==> config.mk <==
export PLATFORM = sky130hd
export DESIGN_NAME = positional_byte_list_core_flat
export DESIGN_NICKNAME = d
export VERILOG_FILES = /design/src/hw/rtl/pbl_pkg.sv /design/src/hw/rtl/pbl_cmd_if.sv /design/src/hw/rtl/pbl_rsp_if.sv /design/src/hw/rtl/pbl_ram.sv /design/src/hw/rtl/pbl_seq.sv /design/src/hw/rtl/positional_byte_list_core.sv /design/src/flat_wrapper.sv
export SDC_FILE = /design/constraint.sdc
export NUM_CORES = 1
export LEC_CHECK = 0
export CAP_MARGIN = 40
export CORE_MARGIN = 1
export CORE_UTILIZATION = 27
export DETAILED_ROUTE_END_ITERATION = 10
export DONT_BUFFER_PORTS = 1
export PLACE_DENSITY_LB_ADDON = 0.1
export SYNTH_ARGS = -nofsm -noshare
export SYNTH_HDL_FRONTEND = slang
export SYNTH_SLANG_ARGS = --single-unit
==> constraint.sdc <==
create_clock -name clk -period 4.05 [get_ports clk]
set_clock_uncertainty 0.2 [all_clocks]
set_input_delay 0.81 -clock clk [delete_from_list [all_inputs] [get_ports clk]]
set_output_delay 0.81 -clock clk [all_outputs]
set_load 0.01 [all_outputs]
==> src/hw/rtl/pbl_pkg.sv <==
// ----------------------------------------------------------------------------
// pbl_pkg
// Types, widths and codes of the positional byte list core.
// ----------------------------------------------------------------------------
package pbl_pkg;

    localparam int CAPACITY = 32;
    localparam int ADDR_W   = $clog2(CAPACITY);
    localparam int CNT_W    = $clog2(CAPACITY + 1);
    localparam int CMP_W    = (CNT_W > 7) ? CNT_W : 7;

    localparam int CMD_W    = 3;
    localparam int VAL_W    = 8;
    localparam int POS_W    = 7;
    localparam int STATUS_W = 3;
    localparam int FOUND_W  = 5;
    localparam int LEN_W    = 6;

    localparam logic [LEN_W-1:0] LEN_FULL = LEN_W'(CAPACITY);

    typedef logic [ADDR_W-1:0] addr_t;
    typedef logic [CNT_W-1:0]  cnt_t;

    typedef enum logic [CMD_W-1:0] {
        CMD_APPEND    = 3'd0,
        CMD_INS_FRONT = 3'd1,
        CMD_INS_POS   = 3'd2,
        CMD_REM_FIRST = 3'd3,
        CMD_REM_POS   = 3'd4,
        CMD_FIND      = 3'd5,
        CMD_CLEAR     = 3'd6
    } cmd_t;

    typedef enum logic [STATUS_W-1:0] {
        ST_OK       = 3'd0,
        ST_FULL     = 3'd1,
        ST_EMPTY    = 3'd2,
        ST_BADPOS   = 3'd3,
        ST_NOTFOUND = 3'd4
    } status_t;

    typedef struct packed {
        status_t            status;
        logic [FOUND_W-1:0] found_index;
        logic [LEN_W-1:0]   length;
    } pbl_res_t;

endpackage

==> src/hw/rtl/pbl_cmd_if.sv <==
// ----------------------------------------------------------------------------
// pbl_cmd_if
// Command channel: valid/ready with one list command per item.
// ----------------------------------------------------------------------------
interface pbl_cmd_if
    import pbl_pkg::*;
();
    logic                    valid;
    logic                    ready;
    logic [CMD_W-1:0]        command;
    logic [VAL_W-1:0]        item_value;
    logic signed [POS_W-1:0] slot_position;

    modport source (output valid, output command, output item_value,
                    output slot_position, input ready);
    modport sink   (input valid, input command, input item_value,
                    input slot_position, output ready);
endinterface

==> src/hw/rtl/pbl_rsp_if.sv <==
// ----------------------------------------------------------------------------
// pbl_rsp_if
// Response channel: valid/ready with one result per command.
// ----------------------------------------------------------------------------
interface pbl_rsp_if
    import pbl_pkg::*;
();
    logic                  valid;
    logic                  ready;
    logic [STATUS_W-1:0]   status;
    logic [FOUND_W-1:0]    found_index;
    logic [LEN_W-1:0]      length;

    modport source (output valid, output status, output found_index,
                    output length, input ready);
    modport sink   (input valid, input status, input found_index,
                    input length, output ready);
endinterface

==> src/hw/rtl/pbl_ram.sv <==
// ----------------------------------------------------------------------------
// pbl_ram
// Simple dual-port RAM: one write port, one read port, registered read data.
// ----------------------------------------------------------------------------
module pbl_ram #(
    parameter int DEPTH  = 32,
    parameter int DATA_W = 8,
    parameter int ADDR_W = $clog2(DEPTH)
) (
    input  logic              clk,
    input  logic              we,
    input  logic [ADDR_W-1:0] waddr,
    input  logic [DATA_W-1:0] wdata,
    input  logic              re,
    input  logic [ADDR_W-1:0] raddr,
    output logic [DATA_W-1:0] rdata
);

    logic [DATA_W-1:0] store_mem [DEPTH];

    always_ff @(posedge clk)
    begin
        if (we)
        begin
            store_mem[waddr] <= wdata;
        end
    end

    always_ff @(posedge clk)
    begin
        if (re)
        begin
            rdata <= store_mem[raddr];
        end
    end

endmodule

==> src/hw/rtl/pbl_seq.sv <==
// ----------------------------------------------------------------------------
// pbl_seq
// Command sequencer: decodes a command, walks the entry RAM one entry per
// cycle to shift or search, and keeps the entry count.
// ----------------------------------------------------------------------------
module pbl_seq
    import pbl_pkg::*;
(
    input  logic           clk,
    input  logic           rst_n,
    pbl_cmd_if.sink        cmd,
    output logic           res_valid,
    input  logic           res_ready,
    output pbl_res_t       res,
    output logic           mem_we,
    output addr_t          mem_waddr,
    output logic [VAL_W-1:0] mem_wdata,
    output logic           mem_re,
    output addr_t          mem_raddr,
    input  logic [VAL_W-1:0] mem_rdata
);

    typedef enum logic [1:0] {S_IDLE, S_SCAN, S_FINAL, S_DONE} state_t;
    typedef enum logic [1:0] {M_UP, M_DOWN, M_FIND} mode_t;

    state_t             state_reg, state_next;
    cnt_t               count_reg, count_next;
    logic               issue_reg, issue_next;
    logic               pend_reg, pend_next;
    status_t            status_reg, status_next;
    logic [FOUND_W-1:0] found_reg, found_next;

    mode_t              mode_reg, mode_next;
    addr_t              rd_ptr_reg, rd_ptr_next;
    addr_t              end_ptr_reg, end_ptr_next;
    addr_t              pend_addr_reg, pend_addr_next;
    addr_t              pos_reg, pos_next;
    logic [VAL_W-1:0]   val_reg, val_next;

    logic               accept;
    logic               pos_neg;
    logic [CMP_W-1:0]   pos_ext;
    logic [CMP_W-1:0]   cnt_ext;
    logic [CMP_W-1:0]   cnt_m1_ext;
    cnt_t               count_m1;
    addr_t              pos_a;
    logic               full;
    logic               empty;

    assign cmd.ready  = (state_reg == S_IDLE);
    assign accept     = cmd.valid && cmd.ready;
    assign pos_neg    = cmd.slot_position[POS_W-1];
    assign pos_ext    = CMP_W'(cmd.slot_position[POS_W-2:0]);
    assign cnt_ext    = CMP_W'(count_reg);
    assign count_m1   = count_reg - 1'b1;
    assign cnt_m1_ext = CMP_W'(count_m1);
    assign pos_a      = pos_ext[ADDR_W-1:0];
    assign full       = (count_reg == CNT_W'(CAPACITY));
    assign empty      = (count_reg == '0);

    assign res_valid       = (state_reg == S_DONE);
    assign res.status      = status_reg;
    assign res.found_index = found_reg;
    assign res.length      = LEN_W'(count_reg);

    // Shifts read one entry ahead of the write, walking away from it, so the
    // read and write ports never touch the same entry in one cycle.
    always_comb
    begin
        logic  do_ins;
        logic  ins_end;
        addr_t ins_at;
        logic  do_rem;
        logic  rem_last;
        addr_t rem_at;

        state_next     = state_reg;
        count_next     = count_reg;
        issue_next     = issue_reg;
        pend_next      = 1'b0;
        status_next    = status_reg;
        found_next     = found_reg;
        mode_next      = mode_reg;
        rd_ptr_next    = rd_ptr_reg;
        end_ptr_next   = end_ptr_reg;
        pend_addr_next = pend_addr_reg;
        pos_next       = pos_reg;
        val_next       = val_reg;
        mem_we         = 1'b0;
        mem_waddr      = '0;
        mem_wdata      = val_reg;
        mem_re         = 1'b0;
        mem_raddr      = rd_ptr_reg;
        do_ins         = 1'b0;
        ins_end        = 1'b0;
        ins_at         = '0;
        do_rem         = 1'b0;
        rem_last       = 1'b0;
        rem_at         = '0;

        unique case (state_reg)
            S_IDLE:
            begin
                if (accept)
                begin
                    val_next    = cmd.item_value;
                    status_next = ST_OK;
                    found_next  = '0;
                    state_next  = S_DONE;
                    case (cmd_t'(cmd.command))
                        CMD_APPEND:
                        begin
                            do_ins  = 1'b1;
                            ins_end = 1'b1;
                            ins_at  = count_reg[ADDR_W-1:0];
                        end
                        CMD_INS_FRONT:
                        begin
                            do_ins  = 1'b1;
                            ins_end = empty;
                            ins_at  = '0;
                        end
                        CMD_INS_POS:
                        begin
                            if (pos_neg || (pos_ext > cnt_ext))
                            begin
                                status_next = ST_BADPOS;
                            end
                            else
                            begin
                                do_ins  = 1'b1;
                                ins_end = (pos_ext == cnt_ext);
                                ins_at  = pos_a;
                            end
                        end
                        CMD_REM_FIRST:
                        begin
                            if (empty)
                            begin
                                status_next = ST_EMPTY;
                            end
                            else
                            begin
                                do_rem   = 1'b1;
                                rem_at   = '0;
                                rem_last = (count_m1 == '0);
                            end
                        end
                        CMD_REM_POS:
                        begin
                            if (empty)
                            begin
                                status_next = ST_EMPTY;
                            end
                            else if (pos_neg || (pos_ext >= cnt_ext))
                            begin
                                status_next = ST_BADPOS;
                            end
                            else
                            begin
                                do_rem   = 1'b1;
                                rem_at   = pos_a;
                                rem_last = (pos_ext == cnt_m1_ext);
                            end
                        end
                        CMD_FIND:
                        begin
                            if (empty)
                            begin
                                status_next = ST_EMPTY;
                            end
                            else
                            begin
                                mode_next    = M_FIND;
                                rd_ptr_next  = '0;
                                end_ptr_next = count_m1[ADDR_W-1:0];
                                issue_next   = 1'b1;
                                state_next   = S_SCAN;
                            end
                        end
                        CMD_CLEAR:
                        begin
                            count_next = '0;
                        end
                        default:
                        begin
                        end
                    endcase

                    if (do_ins)
                    begin
                        if (full)
                        begin
                            status_next = ST_FULL;
                        end
                        else
                        begin
                            count_next = count_reg + 1'b1;
                            if (ins_end)
                            begin
                                mem_we    = 1'b1;
                                mem_waddr = ins_at;
                                mem_wdata = cmd.item_value;
                            end
                            else
                            begin
                                mode_next    = M_UP;
                                rd_ptr_next  = count_m1[ADDR_W-1:0];
                                end_ptr_next = ins_at;
                                pos_next     = ins_at;
                                issue_next   = 1'b1;
                                state_next   = S_SCAN;
                            end
                        end
                    end

                    if (do_rem)
                    begin
                        count_next = count_m1;
                        if (!rem_last)
                        begin
                            mode_next    = M_DOWN;
                            rd_ptr_next  = rem_at + 1'b1;
                            end_ptr_next = count_m1[ADDR_W-1:0];
                            issue_next   = 1'b1;
                            state_next   = S_SCAN;
                        end
                    end
                end
            end

            S_SCAN:
            begin
                if (issue_reg)
                begin
                    mem_re         = 1'b1;
                    mem_raddr      = rd_ptr_reg;
                    pend_next      = 1'b1;
                    pend_addr_next = rd_ptr_reg;
                    if (rd_ptr_reg == end_ptr_reg)
                    begin
                        issue_next = 1'b0;
                    end
                    else if (mode_reg == M_UP)
                    begin
                        rd_ptr_next = rd_ptr_reg - 1'b1;
                    end
                    else
                    begin
                        rd_ptr_next = rd_ptr_reg + 1'b1;
                    end
                end

                if (pend_reg)
                begin
                    unique case (mode_reg)
                        M_UP:
                        begin
                            mem_we    = 1'b1;
                            mem_waddr = pend_addr_reg + 1'b1;
                            mem_wdata = mem_rdata;
                            if (!issue_reg)
                            begin
                                state_next = S_FINAL;
                            end
                        end
                        M_DOWN:
                        begin
                            mem_we    = 1'b1;
                            mem_waddr = pend_addr_reg - 1'b1;
                            mem_wdata = mem_rdata;
                            if (!issue_reg)
                            begin
                                state_next = S_DONE;
                            end
                        end
                        M_FIND:
                        begin
                            if (mem_rdata == val_reg)
                            begin
                                status_next = ST_OK;
                                found_next  = FOUND_W'(pend_addr_reg);
                                issue_next  = 1'b0;
                                pend_next   = 1'b0;
                                state_next  = S_DONE;
                            end
                            else if (!issue_reg)
                            begin
                                status_next = ST_NOTFOUND;
                                state_next  = S_DONE;
                            end
                        end
                        default:
                        begin
                        end
                    endcase
                end
            end

            S_FINAL:
            begin
                mem_we     = 1'b1;
                mem_waddr  = pos_reg;
                mem_wdata  = val_reg;
                state_next = S_DONE;
            end

            S_DONE:
            begin
                if (res_ready)
                begin
                    state_next = S_IDLE;
                end
            end

            default:
            begin
                state_next = S_IDLE;
            end
        endcase
    end

    always_ff @(posedge clk or negedge rst_n)
    begin
        if (!rst_n)
        begin
            state_reg  <= S_IDLE;
            count_reg  <= '0;
            issue_reg  <= 1'b0;
            pend_reg   <= 1'b0;
            status_reg <= ST_OK;
            found_reg  <= '0;
        end
        else
        begin
            state_reg  <= state_next;
            count_reg  <= count_next;
            issue_reg  <= issue_next;
            pend_reg   <= pend_next;
            status_reg <= status_next;
            found_reg  <= found_next;
        end
    end

    always_ff @(posedge clk)
    begin
        mode_reg      <= mode_next;
        rd_ptr_reg    <= rd_ptr_next;
        end_ptr_reg   <= end_ptr_next;
        pend_addr_reg <= pend_addr_next;
        pos_reg       <= pos_next;
        val_reg       <= val_next;
    end

endmodule

==> src/hw/rtl/positional_byte_list_core.sv <==
// ----------------------------------------------------------------------------
// positional_byte_list_core
// Bounded ordered byte list held in a one-port-read, one-port-write RAM.
//
//   channel  dir  payload
//   cmd      in   command, item_value, slot_position
//   rsp      out  status, found_index, length
//
// Append, insert at the end and clear go from accept straight to the done state.
// Inserts elsewhere walk the entries from the slot up, one per cycle over the RAM
// read/write ports, then write the item; removes shift the entries above the slot
// down; find reads from index 0 up and stops at the first hit.
// Reset clears the entry count, not the RAM; RAM contents are never read unwritten.
// A new command is taken while the previous result waits in the output register;
// a stalled rsp holds the sequencer once both are full.
// ----------------------------------------------------------------------------
module positional_byte_list_core
    import pbl_pkg::*;
(
    input  logic     clk,
    input  logic     rst_n,
    pbl_cmd_if.sink  cmd,
    pbl_rsp_if.source rsp
);

    logic             res_valid;
    logic             res_ready;
    pbl_res_t         res;
    logic             mem_we;
    addr_t            mem_waddr;
    logic [VAL_W-1:0] mem_wdata;
    logic             mem_re;
    addr_t            mem_raddr;
    logic [VAL_W-1:0] mem_rdata;

    logic             out_valid_reg, out_valid_next;
    pbl_res_t         out_data_reg;

    pbl_seq u_seq (
        .clk       (clk),
        .rst_n     (rst_n),
        .cmd       (cmd),
        .res_valid (res_valid),
        .res_ready (res_ready),
        .res       (res),
        .mem_we    (mem_we),
        .mem_waddr (mem_waddr),
        .mem_wdata (mem_wdata),
        .mem_re    (mem_re),
        .mem_raddr (mem_raddr),
        .mem_rdata (mem_rdata)
    );

    pbl_ram #(
        .DEPTH  (CAPACITY),
        .DATA_W (VAL_W),
        .ADDR_W (ADDR_W)
    ) u_ram (
        .clk   (clk),
        .we    (mem_we),
        .waddr (mem_waddr),
        .wdata (mem_wdata),
        .re    (mem_re),
        .raddr (mem_raddr),
        .rdata (mem_rdata)
    );

    // Output register: takes a result whenever it is empty or being drained.
    assign res_ready = !out_valid_reg || rsp.ready;

    always_comb
    begin
        out_valid_next = out_valid_reg;
        if (res_valid && res_ready)
        begin
            out_valid_next = 1'b1;
        end
        else if (rsp.ready)
        begin
            out_valid_next = 1'b0;
        end
    end

    always_ff @(posedge clk or negedge rst_n)
    begin
        if (!rst_n)
        begin
            out_valid_reg <= 1'b0;
        end
        else
        begin
            out_valid_reg <= out_valid_next;
        end
    end

    always_ff @(posedge clk)
    begin
        if (res_valid && res_ready)
        begin
            out_data_reg <= res;
        end
    end

    assign rsp.valid       = out_valid_reg;
    assign rsp.status      = out_data_reg.status;
    assign rsp.found_index = out_data_reg.found_index;
    assign rsp.length      = out_data_reg.length;

endmodule

==> src/flat_wrapper.sv <==
// flat-port wrapper written by rule: the top's interface ports become plain ports
module positional_byte_list_core_flat import pbl_pkg::*;
  (clk, rst_n, cmd_valid, cmd_command, cmd_item_value, cmd_slot_position, cmd_ready, rsp_valid, rsp_status, rsp_found_index, rsp_length, rsp_ready);
  pbl_cmd_if cmd_i ();
  pbl_rsp_if rsp_i ();
  input  logic clk;
  input  logic rst_n;
  input wire logic [$bits(cmd_i.valid)-1:0] cmd_valid;
  input wire logic [$bits(cmd_i.command)-1:0] cmd_command;
  input wire logic [$bits(cmd_i.item_value)-1:0] cmd_item_value;
  input wire logic [$bits(cmd_i.slot_position)-1:0] cmd_slot_position;
  output wire logic [$bits(cmd_i.ready)-1:0] cmd_ready;
  output wire logic [$bits(rsp_i.valid)-1:0] rsp_valid;
  output wire logic [$bits(rsp_i.status)-1:0] rsp_status;
  output wire logic [$bits(rsp_i.found_index)-1:0] rsp_found_index;
  output wire logic [$bits(rsp_i.length)-1:0] rsp_length;
  input wire logic [$bits(rsp_i.ready)-1:0] rsp_ready;
  assign cmd_i.valid = cmd_valid;
  assign cmd_i.command = cmd_command;
  assign cmd_i.item_value = cmd_item_value;
  assign cmd_i.slot_position = cmd_slot_position;
  assign cmd_ready = cmd_i.ready;
  assign rsp_valid = rsp_i.valid;
  assign rsp_status = rsp_i.status;
  assign rsp_found_index = rsp_i.found_index;
  assign rsp_length = rsp_i.length;
  assign rsp_i.ready = rsp_ready;
  positional_byte_list_core u_core (.clk(clk), .rst_n(rst_n), .cmd(cmd_i), .rsp(rsp_i));
endmodule
==> impl_metrics.py <==
metrics = {
    "layout": {
        "antennaDiodeCount": 0,
        "nets": 993,
        "largest_reg_flops": 256,
        "fin_util_pct": 32.4,
        "syn_to_final_growth_pct": 17.5,
        "final_area_um2": 17200,
        "layout-drive-gt1-share_pct": 26.5,
        "fin_cells": 1664,
    },
    "placed_design": {
        "dp_hpwl_um": 27600,
        "place_inst": 1594,
        "dp_slack_ns": 0.144,
        "gp_congestion": 0.801,
        "io_buffers": 0,
        "dpl_cell_area_um2": 16000,
    },
    "timing": {
        "finalCriticalPeriod_ns": 3.65,
        "finalSetupViolCount": 0,
        "timing.final.crit_share_pct": 90.2,
        "setup_ws_ns": 0.397,
        "worst_pin_slew_ns": 0.675,
        "max_freq_mhz": 274,
        "hold_viol_final": 0,
        "relSlewSlack_pct": 55.0,
        "tns_ns": 0,
        "slew_violations": 0,
        "whs_ns": 0.164,
        "rsz0062_at_grt": "no",
    },
    "setup_path": {
        "r2r_cells": 10,
        "crit_arrival_ns": 3.70,
        "cpPeakStageDelay_ns": 0.47,
        "start_kind": "flip-flop",
        "crit_type": "reg2reg",
        "required_ns": 4.09,
        "crit_slowest_cell": "a21boi_2",
        "cp-end-kind": "flip-flop",
        "r2r-end": "u_core.u_ram.store_mem[2][2]",
        "critPathMaxFanout": 8,
        "reg2reg_from": "u_core.u_seq.count_reg[5]",
        "r2r_slack_ns": 0.40,
        "cp_cell_sequence": "inv_1, ha_1, nand2_1, nor2_1, o31ai_1, a32o_1, a21boi_2, nand3_1, nor2_1, buf_4",
        "cpMostUsedCell": "nor2_1",
    },
    "detailed_routing": {
        "drc": 0,
        "ant_nets": 0,
        "first_iter_violations": 537,
        "vias": 8200,
        "wl_per_cell_um": 24.4,
        "firstDrtPassIters": 5,
        "via_per_inst": 4.93,
        "routed_wirelength_um": 40600,
    },
    "min_path": {
        "hold_path_depth": 0,
        "worstHoldEndpoint": "u_core.u_seq.val_reg[2]",
        "hold_path_class": "in2reg",
        "hp-start": "cmd_item_value[2]",
    },
    "die": {
        "num_rows": 84,
        "core_um2": 53000,
        "pin_count": 38,
        "start_util_pct": 27.6,
        "die_w_um": 235,
        "die_h_um": 235,
        "die_area_um2": 55000,
    },
    "pwr": {
        "p_leak_nw": 5.72,
        "power.total_mw": 12.0,
        "power.density_nw_per_um2": 699,
        "peakVddDrop_v": 0.000227,
    },
    "cts": {
        "clkTransAtPathRegs_ns": 0.05,
        "postCtsHoldBufs": 1,
        "root_buffer": "clkbuf_16",
        "clockBufferDepth": 3,
        "numClockSinks": 327,
        "cts.htree.levels": 2,
        "cts-resized-gates": 0,
        "clk_latency_ns": 0.54,
        "cts_buffers": 40,
        "cts_tree": "built",
        "cts_setup_buffers": 0,
    },
    "synthesis": {
        "yosysUniqueCellTypes": 86,
        "syn_area_um2": 14600,
        "synth_nets": 912,
        "synth-edff-count": 308,
        "synth.avg_cell_area_um2": 16.8,
        "synthArstFlopShare_pct": 5.81,
        "synth_flop_cell": "edfxtp_1",
        "synthTopCellsByCount": "edfxtp_1 (308), mux4_2 (80), nor2_1 (51), nand2_1 (45), o21ai_0 (27)",
        "yosysWarnings": 0,
        "yosysMostFrequentCell": "edfxtp_1",
        "synthCells": 869,
        "netlist_top_cells_area": "edfxtp_1 (63%), mux4_2 (12%), dfrtp_1 (3.3%)",
        "yosysTopAreaCellShare_pct": 63.3,
        "synth_seq_cells": 327,
        "synth_seq_area_share_pct": 66.6,
        "netlist.top_cell.by_area": "edfxtp_1",
    },
    "global_route": {
        "grt_overflow": 0,
        "grt_max_degree": 53,
        "grt_pass1_wl_um": 60500,
        "grt_pass1_vias": 8614,
        "grt_use_total_pct": 15.3,
        "antenna_found_initial": 0,
    },
    "outcome": {
        "status": "completed",
    },
    "flow_run": {
        "drv_cap": 0,
    },
}
## logic make-up (layout without fill, tap and decap cells)
group                      Yosys count  in the layout  share of synthesized area (%)
AOI/OAI and AO/OA                  153            153                           7.44
xor gates and xnor gates            31             31                           1.95
adders and majority gates           21             21                           1.90
buffers and inverters               65            172                           2.03
DFF                                327            327                           66.6
muxes                               89             89                           13.0
and+or+nand+nor                    183            183                           7.07
## worst max-delay path: cells and delay by family (launching register included)
family,cells,cell delay (ns)
compound gates,3,1.04
simple gates,4,0.96
flops,1,0.46
fa+ha+maj,1,0.36
buf+inv,2,0.32
## layout by cell type, fill, tap and decap left out, types with 21 or more instances in the layout
cell       netlist  layout
a21oi_1         25      24
nand2_1         45      45
mux4_2          80      80
nand3_1         21      21
clkbuf_16        0      41
edfxtp_1       308     308
buf_4            2      68
o21ai_0         27      27
inv_1           23      23
nor2_1          51      51
## power by group
| group | internal, mW | switching [mW] | total (mW) |
|---|---|---|---|
| combinational | 1.57 | 2.48 | 4.05 |
| clock | 1.84 | 1.36 | 3.20 |
| sequential | 4.52 | 0.224 | 4.74 |
## final cells by class
cell class | instances | area (um^2)
multi-input cells | 477 | 4620
clock inverters | 19 | 90.1
fillers | 5193 | 35800
inverters | 25 | 93.8
repair buffers | 79 | 716
well taps | 688 | 861
flip-flops and latches | 327 | 9720
clock buffers | 49 | 1060
## routing by layer
| layer | GRT usage (%) | wire [um] | vias up |
|---|---|---|---|
| li1 | - | - | 3668 |
| met2 | 24.8 | 19700 | 156 |
| met5 | 0 | 0 | - |
| met4 | 4.19 | 783 | 0 |
| met1 | 21.1 | 18700 | 4317 |
| met3 | 2.52 | 1350 | 59 |
## worst max-delay path by stage
stage | from | endpoint | cells past startpoint
6_report | u_core.u_seq.count_reg[5] | u_core.u_ram.store_mem[2][2] | 10
2_1_floorplan | cmd_slot_position[5] | u_core.u_ram.store_mem[0][0] | 8
5_1_grt | u_core.u_seq.count_reg[5] | u_core.u_ram.store_mem[5][7] | 10
3_5_place_dp | cmd_slot_position[5] | u_core.u_ram.store_mem[5][2] | 9
4_1_cts | u_core.u_seq.count_reg[5] | u_core.u_ram.store_mem[5][7] | 10
3_3_place_gp | cmd_slot_position[5] | u_core.u_ram.store_mem[5][2] | 9
Power figures use the tool's default switching activity.
